## config.mk

```make
export PLATFORM = sky130hd
export DESIGN_NAME = shape_overlap_tester
export DESIGN_NICKNAME = d
export VERILOG_FILES = /design/src/rtl/sot_pkg.sv /design/src/rtl/shape_overlap_tester.sv
export SDC_FILE = /design/constraint.sdc
export NUM_CORES = 2
export LEC_CHECK = 0
export BUFFER_PORTS_ARGS = -buffer_cell sky130_fd_sc_hd__buf_2
export CORE_MARGIN = 2
export CORE_UTILIZATION = 65
export CTS_BUF_LIST = sky130_fd_sc_hd__clkbuf_8
export CTS_CLUSTER_SIZE = 10
export DETAILED_ROUTE_END_ITERATION = 6
export GPL_ROUTABILITY_DRIVEN = 0
export GPL_TIMING_DRIVEN = 0
export PLACE_DENSITY = 0.84
export SETUP_SLACK_MARGIN = 0.2
export SYNTH_ARGS = -nofsm -noshare
export SYNTH_HDL_FRONTEND = slang
export SYNTH_SLANG_ARGS = --single-unit
export TNS_END_PERCENT = 30
```

## constraint.sdc

```tcl
create_clock -name clk -period 9.97 [get_ports clk]
set_input_delay 0.4985 -clock clk [delete_from_list [all_inputs] [get_ports clk]]
set_output_delay 0.4985 -clock clk [all_outputs]
set_load 0.005 [all_outputs]
```

## src/rtl/sot_pkg.sv

```systemverilog
// shape overlap tester package: command codes, register indexes and reset values
// no dependencies; imported by shape_overlap_tester

package sot_pkg;

    localparam int COORD_BITS_DEFAULT = 16;
    localparam int SIZE_BITS          = 15;
    localparam int CMD_BITS           = 3;
    localparam int CFG_INDEX_BITS     = 2;

    typedef enum logic [CMD_BITS-1:0] {
        CMD_BOX_BOX       = 3'd0,
        CMD_POINT_BOX     = 3'd1,
        CMD_POINT_CIRCLE  = 3'd2,
        CMD_CIRCLE_CIRCLE = 3'd3,
        CMD_CIRCLE_BOX    = 3'd4,
        CMD_BOX_WINDOW    = 3'd5
    } cmd_t;

    localparam logic [CFG_INDEX_BITS-1:0] CFG_WINDOW_LEFT   = 2'd0;
    localparam logic [CFG_INDEX_BITS-1:0] CFG_WINDOW_TOP    = 2'd1;
    localparam logic [CFG_INDEX_BITS-1:0] CFG_WINDOW_WIDTH  = 2'd2;
    localparam logic [CFG_INDEX_BITS-1:0] CFG_WINDOW_HEIGHT = 2'd3;

    localparam logic [SIZE_BITS-1:0] WINDOW_WIDTH_RESET  = 15'd800;
    localparam logic [SIZE_BITS-1:0] WINDOW_HEIGHT_RESET = 15'd600;

endpackage

```

## src/rtl/shape_overlap_tester.sv

```systemverilog
// shape overlap tester: box, point and circle overlap questions, one hit flag per item
// depends on sot_pkg for command codes, register indexes and reset values
// 5 register stages: input, edge tests, magnitudes, squares, compare and result
// throughput: one item per cycle unless out_ready stalls; circle corner squares set depth
// stages advance independently, so an item is taken whenever the input stage frees up
// reset clears all stage valid bits and returns the window to left 0, top 0, 800 by 600
// payload registers are not reset

module shape_overlap_tester #(
    parameter int COORD_BITS = sot_pkg::COORD_BITS_DEFAULT,
    localparam int CFG_BITS  = (COORD_BITS > sot_pkg::SIZE_BITS) ? COORD_BITS
                                                                 : sot_pkg::SIZE_BITS
) (
    input  logic                                clk,
    input  logic                                rst_n,
    input  logic                                cfg_write,
    input  logic [sot_pkg::CFG_INDEX_BITS-1:0]  cfg_index,
    input  logic [CFG_BITS-1:0]                 cfg_data,
    input  logic                                in_valid,
    output logic                                in_ready,
    input  logic [sot_pkg::CMD_BITS-1:0]        command,
    input  logic signed [COORD_BITS-1:0]        first_x,
    input  logic signed [COORD_BITS-1:0]        first_y,
    input  logic [sot_pkg::SIZE_BITS-1:0]       first_w,
    input  logic [sot_pkg::SIZE_BITS-1:0]       first_h,
    input  logic [sot_pkg::SIZE_BITS-1:0]       first_radius,
    input  logic signed [COORD_BITS-1:0]        second_x,
    input  logic signed [COORD_BITS-1:0]        second_y,
    input  logic [sot_pkg::SIZE_BITS-1:0]       second_w,
    input  logic [sot_pkg::SIZE_BITS-1:0]       second_h,
    input  logic [sot_pkg::SIZE_BITS-1:0]       second_radius,
    output logic                                out_valid,
    input  logic                                out_ready,
    output logic                                hit
);

    import sot_pkg::*;

    localparam int STAGES = 5;
    localparam int LAST   = STAGES - 1;
    // working width for coordinate plus size sums and their differences
    localparam int WB     = ((COORD_BITS > SIZE_BITS + 1) ? COORD_BITS : SIZE_BITS + 1) + 2;
    // radius of a circle pair reaches twice the size range
    localparam int RB     = SIZE_BITS + 1;
    localparam int SQB    = 2 * RB;

    // ---------------- configuration ----------------
    logic signed [COORD_BITS-1:0] win_left_reg;
    logic signed [COORD_BITS-1:0] win_top_reg;
    logic [SIZE_BITS-1:0]         win_width_reg;
    logic [SIZE_BITS-1:0]         win_height_reg;

    always_ff @(posedge clk or negedge rst_n)
    begin
        if (!rst_n)
        begin
            win_left_reg   <= '0;
            win_top_reg    <= '0;
            win_width_reg  <= WINDOW_WIDTH_RESET;
            win_height_reg <= WINDOW_HEIGHT_RESET;
        end
        else if (cfg_write)
        begin
            unique case (cfg_index)
                CFG_WINDOW_LEFT:   win_left_reg   <= cfg_data[COORD_BITS-1:0];
                CFG_WINDOW_TOP:    win_top_reg    <= cfg_data[COORD_BITS-1:0];
                CFG_WINDOW_WIDTH:  win_width_reg  <= cfg_data[SIZE_BITS-1:0];
                CFG_WINDOW_HEIGHT: win_height_reg <= cfg_data[SIZE_BITS-1:0];
            endcase
        end
    end

    // ---------------- stage flow control ----------------
    logic [STAGES-1:0] valid_reg;
    logic [STAGES-1:0] valid_next;
    logic [STAGES-1:0] load;
    logic [STAGES-1:0] move;

    always_comb
    begin
        move[LAST] = valid_reg[LAST] & out_ready;
        load[LAST] = ~valid_reg[LAST] | move[LAST];
        for (int i = LAST - 1; i >= 0; i--)
        begin
            move[i] = valid_reg[i] & load[i+1];
            load[i] = ~valid_reg[i] | move[i];
        end
        valid_next[0] = load[0] ? in_valid : valid_reg[0];
        for (int i = 1; i < STAGES; i++)
        begin
            valid_next[i] = load[i] ? valid_reg[i-1] : valid_reg[i];
        end
    end

    always_ff @(posedge clk or negedge rst_n)
    begin
        if (!rst_n)
        begin
            valid_reg <= '0;
        end
        else
        begin
            valid_reg <= valid_next;
        end
    end

    assign in_ready  = load[0];
    assign out_valid = valid_reg[LAST];

    // ---------------- stage 0: input register ----------------
    logic [CMD_BITS-1:0]          cmd_reg;
    logic signed [COORD_BITS-1:0] ax_reg, ay_reg, bx_reg, by_reg;
    logic [SIZE_BITS-1:0]         aw_reg, ah_reg, ar_reg, bw_reg, bh_reg, br_reg;

    always_ff @(posedge clk)
    begin
        if (load[0] && in_valid)
        begin
            cmd_reg <= command;
            ax_reg  <= first_x;
            ay_reg  <= first_y;
            aw_reg  <= first_w;
            ah_reg  <= first_h;
            ar_reg  <= first_radius;
            bx_reg  <= second_x;
            by_reg  <= second_y;
            bw_reg  <= second_w;
            bh_reg  <= second_h;
            br_reg  <= second_radius;
        end
    end

    // ---------------- stage 1: edge tests and corner differences ----------------
    logic signed [WB-1:0] ax_w, ay_w, aw_w, ah_w, ar_w, bx_w, by_w, bw_w, bh_w;
    logic signed [WB-1:0] wl_w, wt_w, ww_w, wh_w;
    logic signed [WB-1:0] a_right, a_bottom, b_right, b_bottom, win_right, win_bottom;
    logic signed [WB-1:0] c_left, c_right, c_top, c_bottom;
    logic                 bbox_ok, pt_in_b, proj_x, proj_y;

    assign ax_w = WB'(ax_reg);
    assign ay_w = WB'(ay_reg);
    assign bx_w = WB'(bx_reg);
    assign by_w = WB'(by_reg);
    assign wl_w = WB'(win_left_reg);
    assign wt_w = WB'(win_top_reg);
    assign aw_w = WB'($signed({1'b0, aw_reg}));
    assign ah_w = WB'($signed({1'b0, ah_reg}));
    assign ar_w = WB'($signed({1'b0, ar_reg}));
    assign bw_w = WB'($signed({1'b0, bw_reg}));
    assign bh_w = WB'($signed({1'b0, bh_reg}));
    assign ww_w = WB'($signed({1'b0, win_width_reg}));
    assign wh_w = WB'($signed({1'b0, win_height_reg}));

    assign a_right    = ax_w + aw_w;
    assign a_bottom   = ay_w + ah_w;
    assign b_right    = bx_w + bw_w;
    assign b_bottom   = by_w + bh_w;
    assign win_right  = wl_w + ww_w;
    assign win_bottom = wt_w + wh_w;
    assign c_left     = ax_w - ar_w;
    assign c_right    = ax_w + ar_w;
    assign c_top      = ay_w - ar_w;
    assign c_bottom   = ay_w + ar_w;

    // bounding box of the first circle against the second box
    assign bbox_ok = !(c_left >= b_right || c_right <= bx_w ||
                       c_top >= b_bottom || c_bottom <= by_w);
    assign pt_in_b = ax_w >= bx_w && ax_w < b_right && ay_w >= by_w && ay_w < b_bottom;
    // the dot product signs reduce to the centre lying within the edge span
    assign proj_y  = (bh_reg == '0) || (ay_w >= by_w && ay_w <= b_bottom);
    assign proj_x  = (bw_reg == '0) || (ax_w >= bx_w && ax_w <= b_right);

    logic signed [WB-1:0] cx, cy, x0, x1, y0, y1;
    logic [RB-1:0]        r_a_next;
    logic                 fixed_a_next;
    logic [3:0]           mask_a_next;

    always_comb
    begin
        fixed_a_next = 1'b0;
        mask_a_next  = 4'b0000;
        cx = bx_w;
        cy = by_w;
        x0 = ax_w;
        x1 = ax_w;
        y0 = ay_w;
        y1 = ay_w;
        r_a_next = RB'(br_reg);
        case (cmd_t'(cmd_reg))
            CMD_BOX_BOX:
            begin
                fixed_a_next = bx_w < a_right && b_right > ax_w &&
                               by_w < a_bottom && b_bottom > ay_w;
            end
            CMD_POINT_BOX:
            begin
                fixed_a_next = pt_in_b;
            end
            CMD_POINT_CIRCLE:
            begin
                mask_a_next = 4'b0001;
            end
            CMD_CIRCLE_CIRCLE:
            begin
                mask_a_next = 4'b0001;
                r_a_next    = RB'(ar_reg) + RB'(br_reg);
            end
            CMD_CIRCLE_BOX:
            begin
                cx = ax_w;
                cy = ay_w;
                x0 = bx_w;
                x1 = b_right;
                y0 = by_w;
                y1 = b_bottom;
                r_a_next     = RB'(ar_reg);
                fixed_a_next = bbox_ok && (pt_in_b || proj_y || proj_x);
                mask_a_next  = bbox_ok ? 4'b1111 : 4'b0000;
            end
            CMD_BOX_WINDOW:
            begin
                fixed_a_next = ax_w < wl_w || a_right > win_right ||
                               ay_w < wt_w || a_bottom > win_bottom;
            end
            default:
            begin
                fixed_a_next = 1'b0;
            end
        endcase
    end

    logic signed [WB-1:0] dx0_a_reg, dx1_a_reg, dy0_a_reg, dy1_a_reg;
    logic [RB-1:0]        r_a_reg;
    logic                 fixed_a_reg;
    logic [3:0]           mask_a_reg;

    always_ff @(posedge clk)
    begin
        if (load[1])
        begin
            dx0_a_reg   <= x0 - cx;
            dx1_a_reg   <= x1 - cx;
            dy0_a_reg   <= y0 - cy;
            dy1_a_reg   <= y1 - cy;
            r_a_reg     <= r_a_next;
            fixed_a_reg <= fixed_a_next;
            mask_a_reg  <= mask_a_next;
        end
    end

    // ---------------- stage 2: magnitudes against the radius ----------------
    function automatic logic [WB-1:0] magnitude(input logic signed [WB-1:0] d);
        logic [WB-1:0] m;
        m = d[WB-1] ? WB'(-d) : WB'(d);
        return m;
    endfunction

    logic [WB-1:0] mx0, mx1, my0, my1;
    logic [WB-1:0] r_wide;

    assign mx0    = magnitude(dx0_a_reg);
    assign mx1    = magnitude(dx1_a_reg);
    assign my0    = magnitude(dy0_a_reg);
    assign my1    = magnitude(dy1_a_reg);
    assign r_wide = WB'(r_a_reg);

    logic [RB-1:0] mx0_b_reg, mx1_b_reg, my0_b_reg, my1_b_reg, r_b_reg;
    logic [1:0]    near_x_b_reg, near_y_b_reg;
    logic          fixed_b_reg;
    logic [3:0]    mask_b_reg;

    always_ff @(posedge clk)
    begin
        if (load[2])
        begin
            // a far magnitude is cut short here, its near flag keeps it out
            mx0_b_reg    <= mx0[RB-1:0];
            mx1_b_reg    <= mx1[RB-1:0];
            my0_b_reg    <= my0[RB-1:0];
            my1_b_reg    <= my1[RB-1:0];
            near_x_b_reg <= {mx1 <= r_wide, mx0 <= r_wide};
            near_y_b_reg <= {my1 <= r_wide, my0 <= r_wide};
            r_b_reg      <= r_a_reg;
            fixed_b_reg  <= fixed_a_reg;
            mask_b_reg   <= mask_a_reg;
        end
    end

    // ---------------- stage 3: squares ----------------
    logic [SQB-1:0] sqx0_c_reg, sqx1_c_reg, sqy0_c_reg, sqy1_c_reg, rr_c_reg;
    logic [3:0]     cand_c_reg;
    logic           fixed_c_reg;
    logic [3:0]     near_corner;

    // corner order: (x0,y0) (x0,y1) (x1,y0) (x1,y1)
    assign near_corner = {near_x_b_reg[1] & near_y_b_reg[1], near_x_b_reg[1] & near_y_b_reg[0],
                          near_x_b_reg[0] & near_y_b_reg[1], near_x_b_reg[0] & near_y_b_reg[0]};

    always_ff @(posedge clk)
    begin
        if (load[3])
        begin
            sqx0_c_reg  <= SQB'(mx0_b_reg) * SQB'(mx0_b_reg);
            sqx1_c_reg  <= SQB'(mx1_b_reg) * SQB'(mx1_b_reg);
            sqy0_c_reg  <= SQB'(my0_b_reg) * SQB'(my0_b_reg);
            sqy1_c_reg  <= SQB'(my1_b_reg) * SQB'(my1_b_reg);
            rr_c_reg    <= SQB'(r_b_reg) * SQB'(r_b_reg);
            cand_c_reg  <= mask_b_reg & near_corner;
            fixed_c_reg <= fixed_b_reg;
        end
    end

    // ---------------- stage 4: distance compare and result ----------------
    logic [SQB:0] rr_wide;
    logic [3:0]   in_circle;
    logic         hit_reg;

    assign rr_wide      = (SQB+1)'(rr_c_reg);
    assign in_circle[0] = ((SQB+1)'(sqx0_c_reg) + (SQB+1)'(sqy0_c_reg)) <= rr_wide;
    assign in_circle[1] = ((SQB+1)'(sqx0_c_reg) + (SQB+1)'(sqy1_c_reg)) <= rr_wide;
    assign in_circle[2] = ((SQB+1)'(sqx1_c_reg) + (SQB+1)'(sqy0_c_reg)) <= rr_wide;
    assign in_circle[3] = ((SQB+1)'(sqx1_c_reg) + (SQB+1)'(sqy1_c_reg)) <= rr_wide;

    always_ff @(posedge clk)
    begin
        if (load[LAST])
        begin
            hit_reg <= fixed_c_reg | (|(cand_c_reg & in_circle));
        end
    end

    assign hit = hit_reg;

`ifndef SYNTHESIS
    // an empty input stage always takes an item
    a_ready_when_empty: assert property (@(posedge clk) disable iff (!rst_n)
        !valid_reg[0] |-> in_ready)
        else $error("input stage empty but not ready");

    // with the consumer ready, an item in the square stage reaches the output next cycle
    a_no_bubble: assert property (@(posedge clk) disable iff (!rst_n)
        (valid_reg[LAST-1] && out_ready) |=> out_valid)
        else $error("item stalled with the consumer ready");

    // unused command codes never raise a hit or a corner test
    a_unused_cmd: assert property (@(posedge clk) disable iff (!rst_n)
        (valid_reg[0] && load[1] && (cmd_reg > CMD_BOX_WINDOW))
        |=> (!fixed_a_reg && mask_a_reg == 4'b0000))
        else $error("unused command produced a hit path");

    // corner tests are either the single point or all four box corners
    a_corner_mask: assert property (@(posedge clk) disable iff (!rst_n)
        (valid_reg[1] && mask_a_reg != 4'b0000)
        |-> (mask_a_reg == 4'b0001 || mask_a_reg == 4'b1111))
        else $error("bad corner mask");
`endif

endmodule
```

# [Yosys cells after proc, flatten, opt, wreduce, memory -nomap -nowiden]
# Cells that the tools add are included.
# W data, S select, Z words.
[word_totals] regBits=572 latch_bits=0 ramBits=0 rom_bits=0 in_bits=180 output_inout_bits=3 elab_cells=173 n_memories=0
[op_classes] addsub=23 n_mul=5 div=0 n_lt_le_gt_ge=26 eq_ne=8 shifts=0 mux=14 n_bitwise=22 reduce_logical=31
[ops] cell="$mux W18" n=10
[ops] cell="$mul A16 B16 Y32" n=5
[ops] cell="$add A16 B16 Y17" n=8
[ops] cell="$add A32 B32 Y33" n=4
[ops] cell="$le A33 B32 Y1" n=4
[ops] cell="$le A18 B16 Y1" n=4
[ops] cell="$neg A18 Y18" n=4
[ops] cell="$sub A18 B18 Y18" n=4
[ops] cell="$lt A16 B17 Y1" n=4
[ops] cell="$ge A17 B17 Y1" n=2
[ops] cell="$gt A17 B16 Y1" n=2
[ops] cell="$gt A17 B17 Y1" n=2
[ops] cell="$le A16 B17 Y1" n=2
[ops] cell="$le A17 B16 Y1" n=2
[ops] cell="$sub A16 B16 Y17" n=2
[ops] cell="$ge A16 B16 Y1" n=2
[ops] cell="$lt A16 B16 Y1" n=2
[ops] cell="$pmux W16 S2" n=1
[ops] cell="$logic_not A15 Y1" n=2
[ops] cell="$add A15 B15 Y16" n=1
[ops] cell="$logic_and A1 B1 Y1" n=10
[ops] cell="$logic_or A1 B1 Y1" n=10
[ops] cell="$and A1 B1 Y1" n=9
[ops] cell="$and A4 B4 Y4" n=2
[ops] cell="16 further kinds" n=31

# [Logic depth before layout (Yosys ltp)]
[depth] word_depth=11 ltp_mapped=27 mapped_depth_nobuf=25

# [Worst setup path before layout]
# OpenSTA, ideal clock, no wires.
[synth_path] path_type="flip-flop to flip-flop" from="reg valid_reg[2]" to="reg ah_reg[0], enable pin" setup_time_ps=536 arrival_time_ps=6655 required_ps=9434 path_slack_ps=2779 path_stages_with_launch=5 n_path_buf=0 synth_period_minus_slack_ps=7191 cell_sequence="dfrtp_1 > nand4_1 > inv_1 > nand2_1 > and2_1"
[synth_between] elab_chain_cells=7 word_cells_on_any_way=8 classes_between="bitwise: 7; reduce/logical: 1"
[synth_rtl] element="from (decl)" line_no="shape_overlap_tester.sv:74" source="logic [STAGES-1:0] valid_reg;"
[synth_rtl] element="from (signal assigned)" line_no="shape_overlap_tester.sv:103" source="valid_reg <= valid_next;"
[synth_rtl] element="$and A1 B1 Y1 / $not A1 Y1 (equally long branches)" line_no="shape_overlap_tester.sv:85, shape_overlap_tester.sv:86"
[synth_rtl] element="$or A1 B1 Y1 *" line_no="shape_overlap_tester.sv:86" source="load[i] = ~valid_reg[i] | move[i];"
[synth_rtl] element="$and A1 B1 Y1 *" line_no="shape_overlap_tester.sv:85" source="move[i] = valid_reg[i] & load[i+1];"
[synth_rtl] element="$or A1 B1 Y1 *" line_no="shape_overlap_tester.sv:86"
[synth_rtl] element="net load[1]" line_no="shape_overlap_tester.sv:76" source="logic [STAGES-1:0] load;"
[synth_rtl] element="$and A1 B1 Y1 *" line_no="shape_overlap_tester.sv:85"
[synth_rtl] element="$or A1 B1 Y1 *" line_no="shape_overlap_tester.sv:86"
[synth_rtl] element="net in_ready" line_no="shape_overlap_tester.sv:20" source="output logic in_ready,"
[synth_rtl] element="$logic_and A1 B1 Y1 *" line_no="shape_overlap_tester.sv:117" source="if (load[0] && in_valid)"
[synth_rtl] element="to (signal assigned)" line_no="shape_overlap_tester.sv:123" source="ah_reg <= first_h;"
[synth_rtl] element="to (decl)" line_no="shape_overlap_tester.sv:113" source="logic [SIZE_BITS-1:0] aw_reg, ah_reg, ar_reg, bw_reg, bh_reg, br_reg;"
# Mark *: on every way through the listed nets, which the timed path passes. The rest lies on a longest branch.
# A chain may end at the register's enable or synchronous reset.

# [Worst setup path in the final report]
[layout_path] from="reg my1_b_reg[10]" to="reg sqy1_c_reg[31] (data pin)"
[layout_between] elab_chain_cells=1
[layout_rtl] element="from (decl)" line_no="shape_overlap_tester.sv:267" source="logic [RB-1:0] mx0_b_reg, mx1_b_reg, my0_b_reg, my1_b_reg, r_b_reg;"
[layout_rtl] element="from (signal assigned)" line_no="shape_overlap_tester.sv:280" source="my1_b_reg <= my1[RB-1:0];"
[layout_rtl] element="$mul A16 B16 Y32" line_no="shape_overlap_tester.sv:306" source="sqy1_c_reg <= SQB'(my1_b_reg) * SQB'(my1_b_reg);"
[layout_rtl] element="to (signal assigned)" line_no="shape_overlap_tester.sv:306"
[layout_rtl] element="to (decl)" line_no="shape_overlap_tester.sv:290" source="logic [SQB-1:0] sqx0_c_reg, sqx1_c_reg, sqy0_c_reg, sqy1_c_reg, rr_c_reg;"
# No other way between the ends.

==> flow_results.xml <==
<?xml version="1.0" encoding="UTF-8"?>
<metrics>
  <group name="floorplan">
    <metric name="die_h" unit="um">358</metric>
    <metric name="rows" unit="">129</metric>
    <metric name="core_region_area" unit="mm^2">0.124</metric>
    <metric name="die_w" unit="um">358</metric>
    <metric name="start_util" unit="%">65.6</metric>
    <metric name="boundaryPins" unit="">183</metric>
    <metric name="die_area" unit="mm^2">0.128</metric>
  </group>
  <group name="drt">
    <metric name="vias" unit="">67300</metric>
    <metric name="finalWirelength" unit="um">239000</metric>
    <metric name="drt.antenna.violating_nets" unit="">0</metric>
    <metric name="detail_route.vias_per_cell" unit="">6.22</metric>
    <metric name="drt_iter0_drc" unit="">6331</metric>
    <metric name="drc" unit="">28</metric>
    <metric name="drt-wirelength-per-cell" unit="um">22.1</metric>
    <metric name="number_of_optimization_iterations_in_the_first_detailed_route_pass" unit="">7</metric>
  </group>
  <group name="clock_tree">
    <metric name="clk_root_buffer_cell" unit="">sky130_fd_sc_hd__clkbuf_8</metric>
    <metric name="clk_pin_slew" unit="ns">0.08</metric>
    <metric name="clock_tree.buffer_depth" unit="">3</metric>
    <metric name="post-cts-setup-buffer-count" unit="">0</metric>
    <metric name="tritoncts" unit="">done</metric>
    <metric name="htreeDepth" unit="">3</metric>
    <metric name="tritoncts_num_sinks" unit="">563</metric>
    <metric name="numCtsBuffers" unit="">97</metric>
    <metric name="insertion_delay" unit="ns">0.86</metric>
  </group>
  <group name="setup_path">
    <metric name="kind_of_start_point_of_the_critical_path" unit="">register</metric>
    <metric name="source_of_the_critical_timing_path" unit="">my1_b_reg[10]$_DFFE_PP_</metric>
    <metric name="cp-end-kind" unit="">register</metric>
    <metric name="timing.critical_path.fanout_max" unit="">10</metric>
    <metric name="worst-endpoint-required" unit="ns">10.50</metric>
    <metric name="start_of_the_worst_register_to_register_path" unit="">my1_b_reg[10]$_DFFE_PP_</metric>
    <metric name="setup.reg_to_reg.worst_slack" unit="ns">2.01</metric>
    <metric name="timing.setup.critical_path_class" unit="">reg2reg</metric>
    <metric name="arrival" unit="ns">8.48</metric>
  </group>
  <group name="job">
    <metric name="drv_cap" unit="">0</metric>
  </group>
  <group name="sta">
    <metric name="slew_headroom" unit="%">16.4</metric>
    <metric name="totalNegativeSetupSlack" unit="ns">0</metric>
    <metric name="rsz0062_at_grt" unit="">false</metric>
    <metric name="final.setup_skew" unit="ns">0.0852</metric>
    <metric name="worst-slew-pin-transition" unit="ns">1.25</metric>
    <metric name="min_period" unit="ns">7.96</metric>
    <metric name="min_period_over_period" unit="%">79.8</metric>
    <metric name="timing_max_transition_violations_final" unit="">0</metric>
    <metric name="finalHoldViolations" unit="">0</metric>
    <metric name="max_clock_freq" unit="MHz">126</metric>
    <metric name="setup_violations" unit="">0</metric>
  </group>
  <group name="placed_design">
    <metric name="detailed_place_hpwl" unit="um">188000</metric>
    <metric name="dpl_cell_area" unit="mm^2">0.0845</metric>
    <metric name="port_buffers" unit="">182</metric>
  </group>
  <group name="synth">
    <metric name="post-synth-top-area-cell" unit="">sky130_fd_sc_hd__fa_1</metric>
    <metric name="synth_cells" unit="">8639</metric>
    <metric name="synth-edff-count" unit="">496</metric>
    <metric name="synth-seq-area-share" unit="%">20.4</metric>
    <metric name="synthDominantCellAreaShare" unit="%">20.6</metric>
    <metric name="post_synth.cell_area_avg" unit="um^2">9.40</metric>
    <metric name="yosys_most_used_dff" unit="">sky130_fd_sc_hd__edfxtp_1</metric>
    <metric name="post-synth-top-count-cell" unit="">sky130_fd_sc_hd__inv_1</metric>
    <metric name="yosysWarningCount" unit="">0</metric>
    <metric name="post_synth_instance_area" unit="mm^2">0.0812</metric>
    <metric name="synth.cells.most_frequent" unit="">1616 x sky130_fd_sc_hd__inv_1, 1242 x sky130_fd_sc_hd__ha_1, 837 x sky130_fd_sc_hd__fa_1</metric>
    <metric name="mappedNetlistNets" unit="">10900</metric>
    <metric name="synth_seq_cells" unit="">563</metric>
    <metric name="post_synth_num_cell_types" unit="">101</metric>
    <metric name="postSynth.asyncResetShare" unit="%">11.9</metric>
    <metric name="yosys-top-cells-area" unit="">sky130_fd_sc_hd__fa_1 21%, sky130_fd_sc_hd__ha_1 19%, sky130_fd_sc_hd__edfxtp_1 18%</metric>
  </group>
  <group name="global_routing">
    <metric name="global_route_wire_length_before_repair" unit="um">373000</metric>
    <metric name="grt_max_degree" unit="">77</metric>
    <metric name="initial_antenna_violation_count" unit="">7</metric>
    <metric name="overflow" unit="">0</metric>
    <metric name="first_global_vias" unit="">70200</metric>
    <metric name="track_usage" unit="%">37.7</metric>
  </group>
  <group name="outcome">
    <metric name="status" unit="">finished with violations</metric>
    <metric name="failed_checks" unit="">DRC</metric>
  </group>
  <group name="finish">
    <metric name="areaGrowthSynthToFinish" unit="%">8.72</metric>
    <metric name="finalInstanceArea" unit="mm^2">0.0883</metric>
    <metric name="finish.net_count" unit="">11400</metric>
    <metric name="final_layout_size_suffix_gt1_share" unit="%">5.24</metric>
  </group>
  <group name="min_path">
    <metric name="hp-start" unit="">out_ready</metric>
    <metric name="hp-class" unit="">in2reg</metric>
  </group>
</metrics>
layer usage:
metal	vias to the layer above	GRT usage (%)	share of wire (%)	wire length, um
met5	-	0	0.0084	20
met4	4	30.3	9.9	23600
met3	1277	8.02	9.7	23200
met2	3918	62.1	46	110000
met1	32200	42.6	35	82500
li1	30000	-	-	-
final timing paths:
kind | end | cells past startpoint
max | sqy1_c_reg[31]$_DFFE_PP_ | 19
min | hit$_DFFE_PP_ | 3
max reg2reg | sqy1_c_reg[31]$_DFFE_PP_ | 19
min reg2reg | fixed_b_reg$_DFFE_PP_ | 0
max in group asynchronous | win_height_reg[7]$_DFFE_PN0P_ | 3
min in group asynchronous | win_height_reg[6]$_DFFE_PN1P_ | 2
final cells by class:
type / instances / area (um^2)
tap: 1637 / 2050
clock inverter: 76 / 711
clock buffer: 99 / 1360
buffer: 151 / 596
antenna: 3 / 7.51
inverter: 1618 / 6070
fill: 8660 / 35500
sequential: 563 / 16600
multi-input combinational: 6307 / 58000
timing repair buffer: 370 / 2930
critical path: stages (launching register included):
cell and delay [ns]:
sky130_fd_sc_hd__edfxtp_1 0.54, sky130_fd_sc_hd__clkbuf_1 0.54, sky130_fd_sc_hd__inv_1 0.32, sky130_fd_sc_hd__nor2_1 0.37, sky130_fd_sc_hd__fa_1 0.52, sky130_fd_sc_hd__fa_1 0.52, sky130_fd_sc_hd__fa_1 0.46, sky130_fd_sc_hd__fa_1 0.57
sky130_fd_sc_hd__fa_1 0.44, sky130_fd_sc_hd__fa_1 0.47, sky130_fd_sc_hd__ha_1 0.38, sky130_fd_sc_hd__a2111o_1 0.41, sky130_fd_sc_hd__a211o_1 0.26, sky130_fd_sc_hd__a31oi_1 0.49, sky130_fd_sc_hd__o21ai_1 0.26, sky130_fd_sc_hd__a41oi_1 0.37
sky130_fd_sc_hd__a311oi_1 0.21, sky130_fd_sc_hd__a21o_1 0.22, sky130_fd_sc_hd__a21oi_1 0.17, sky130_fd_sc_hd__xnor2_1 0.14
cells in the final DEF, fill, tap and decap left out, types with 25 or more instances in the layout:
master                          instances
sky130_fd_sc_hd__inv_1               1642
sky130_fd_sc_hd__and3_1                63
sky130_fd_sc_hd__nor4_1                25
sky130_fd_sc_hd__a211o_1               25
sky130_fd_sc_hd__ha_1                1242
sky130_fd_sc_hd__nand2_1              609
sky130_fd_sc_hd__o21bai_1              78
sky130_fd_sc_hd__o211ai_1              39
sky130_fd_sc_hd__dlygate4sd3_1        176
sky130_fd_sc_hd__nand3_1              139
sky130_fd_sc_hd__a21boi_0              31
sky130_fd_sc_hd__xnor2_1              384
sky130_fd_sc_hd__clkbuf_1             140
sky130_fd_sc_hd__a31oi_1               40
sky130_fd_sc_hd__a211oi_1              53
sky130_fd_sc_hd__dfrtp_1               60
sky130_fd_sc_hd__nand2b_1              96
sky130_fd_sc_hd__o31ai_1               36
sky130_fd_sc_hd__nor3_1               119
sky130_fd_sc_hd__o21ai_0              313
sky130_fd_sc_hd__nand4_1               80
sky130_fd_sc_hd__a21o_1               215
sky130_fd_sc_hd__or3_1                 55
sky130_fd_sc_hd__edfxtp_1             496
sky130_fd_sc_hd__xor2_1               120
sky130_fd_sc_hd__clkbuf_8              99
sky130_fd_sc_hd__o21a_1                92
sky130_fd_sc_hd__mux2_2                53
sky130_fd_sc_hd__nor2_1               435
sky130_fd_sc_hd__and2_1               242
sky130_fd_sc_hd__fa_1                 837
sky130_fd_sc_hd__or2_2                 38
sky130_fd_sc_hd__a21oi_1              434
sky130_fd_sc_hd__nor2b_1              114
sky130_fd_sc_hd__buf_2                186
timing repair:
item | CTS | global route
resized for setup | 0 | 0
hold buffers | 176 | 0
endpoints found under the hold margin | 275 | 0
cells by family after synthesis:
logic type | share of synthesized area, %
adders and majority gates | 39.8
buffers and inverters | 8.21
muxes | 0.895
xor gates and xnor gates | 5.43
DFF | 20.4
and+or+nand+nor | 12.6
AOI/OAI and AO/OA | 12.7
per-stage QoR:
step / setup slack, ns / utilization [%] / hold slack [ns] / cells
2_1_floorplan: 2.78 / - / 0.203 / 8639
3_3_place_gp: 0.227 / 68.0 / 0.405 / 10500
3_5_place_dp: 2.20 / 68.2 / 0.314 / 10500
4_1_cts: 2.12 / 71.3 / 0.0593 / 10800
6_report: 2.01 / 71.3 / 0.0865 / 10800
5_1_grt: 1.74 / 71.3 / 0.116 / 10800
Power is left out: the tool's default activity adds up to more than one toggle a clock period on the data nets, which glitch-free logic cannot reach.
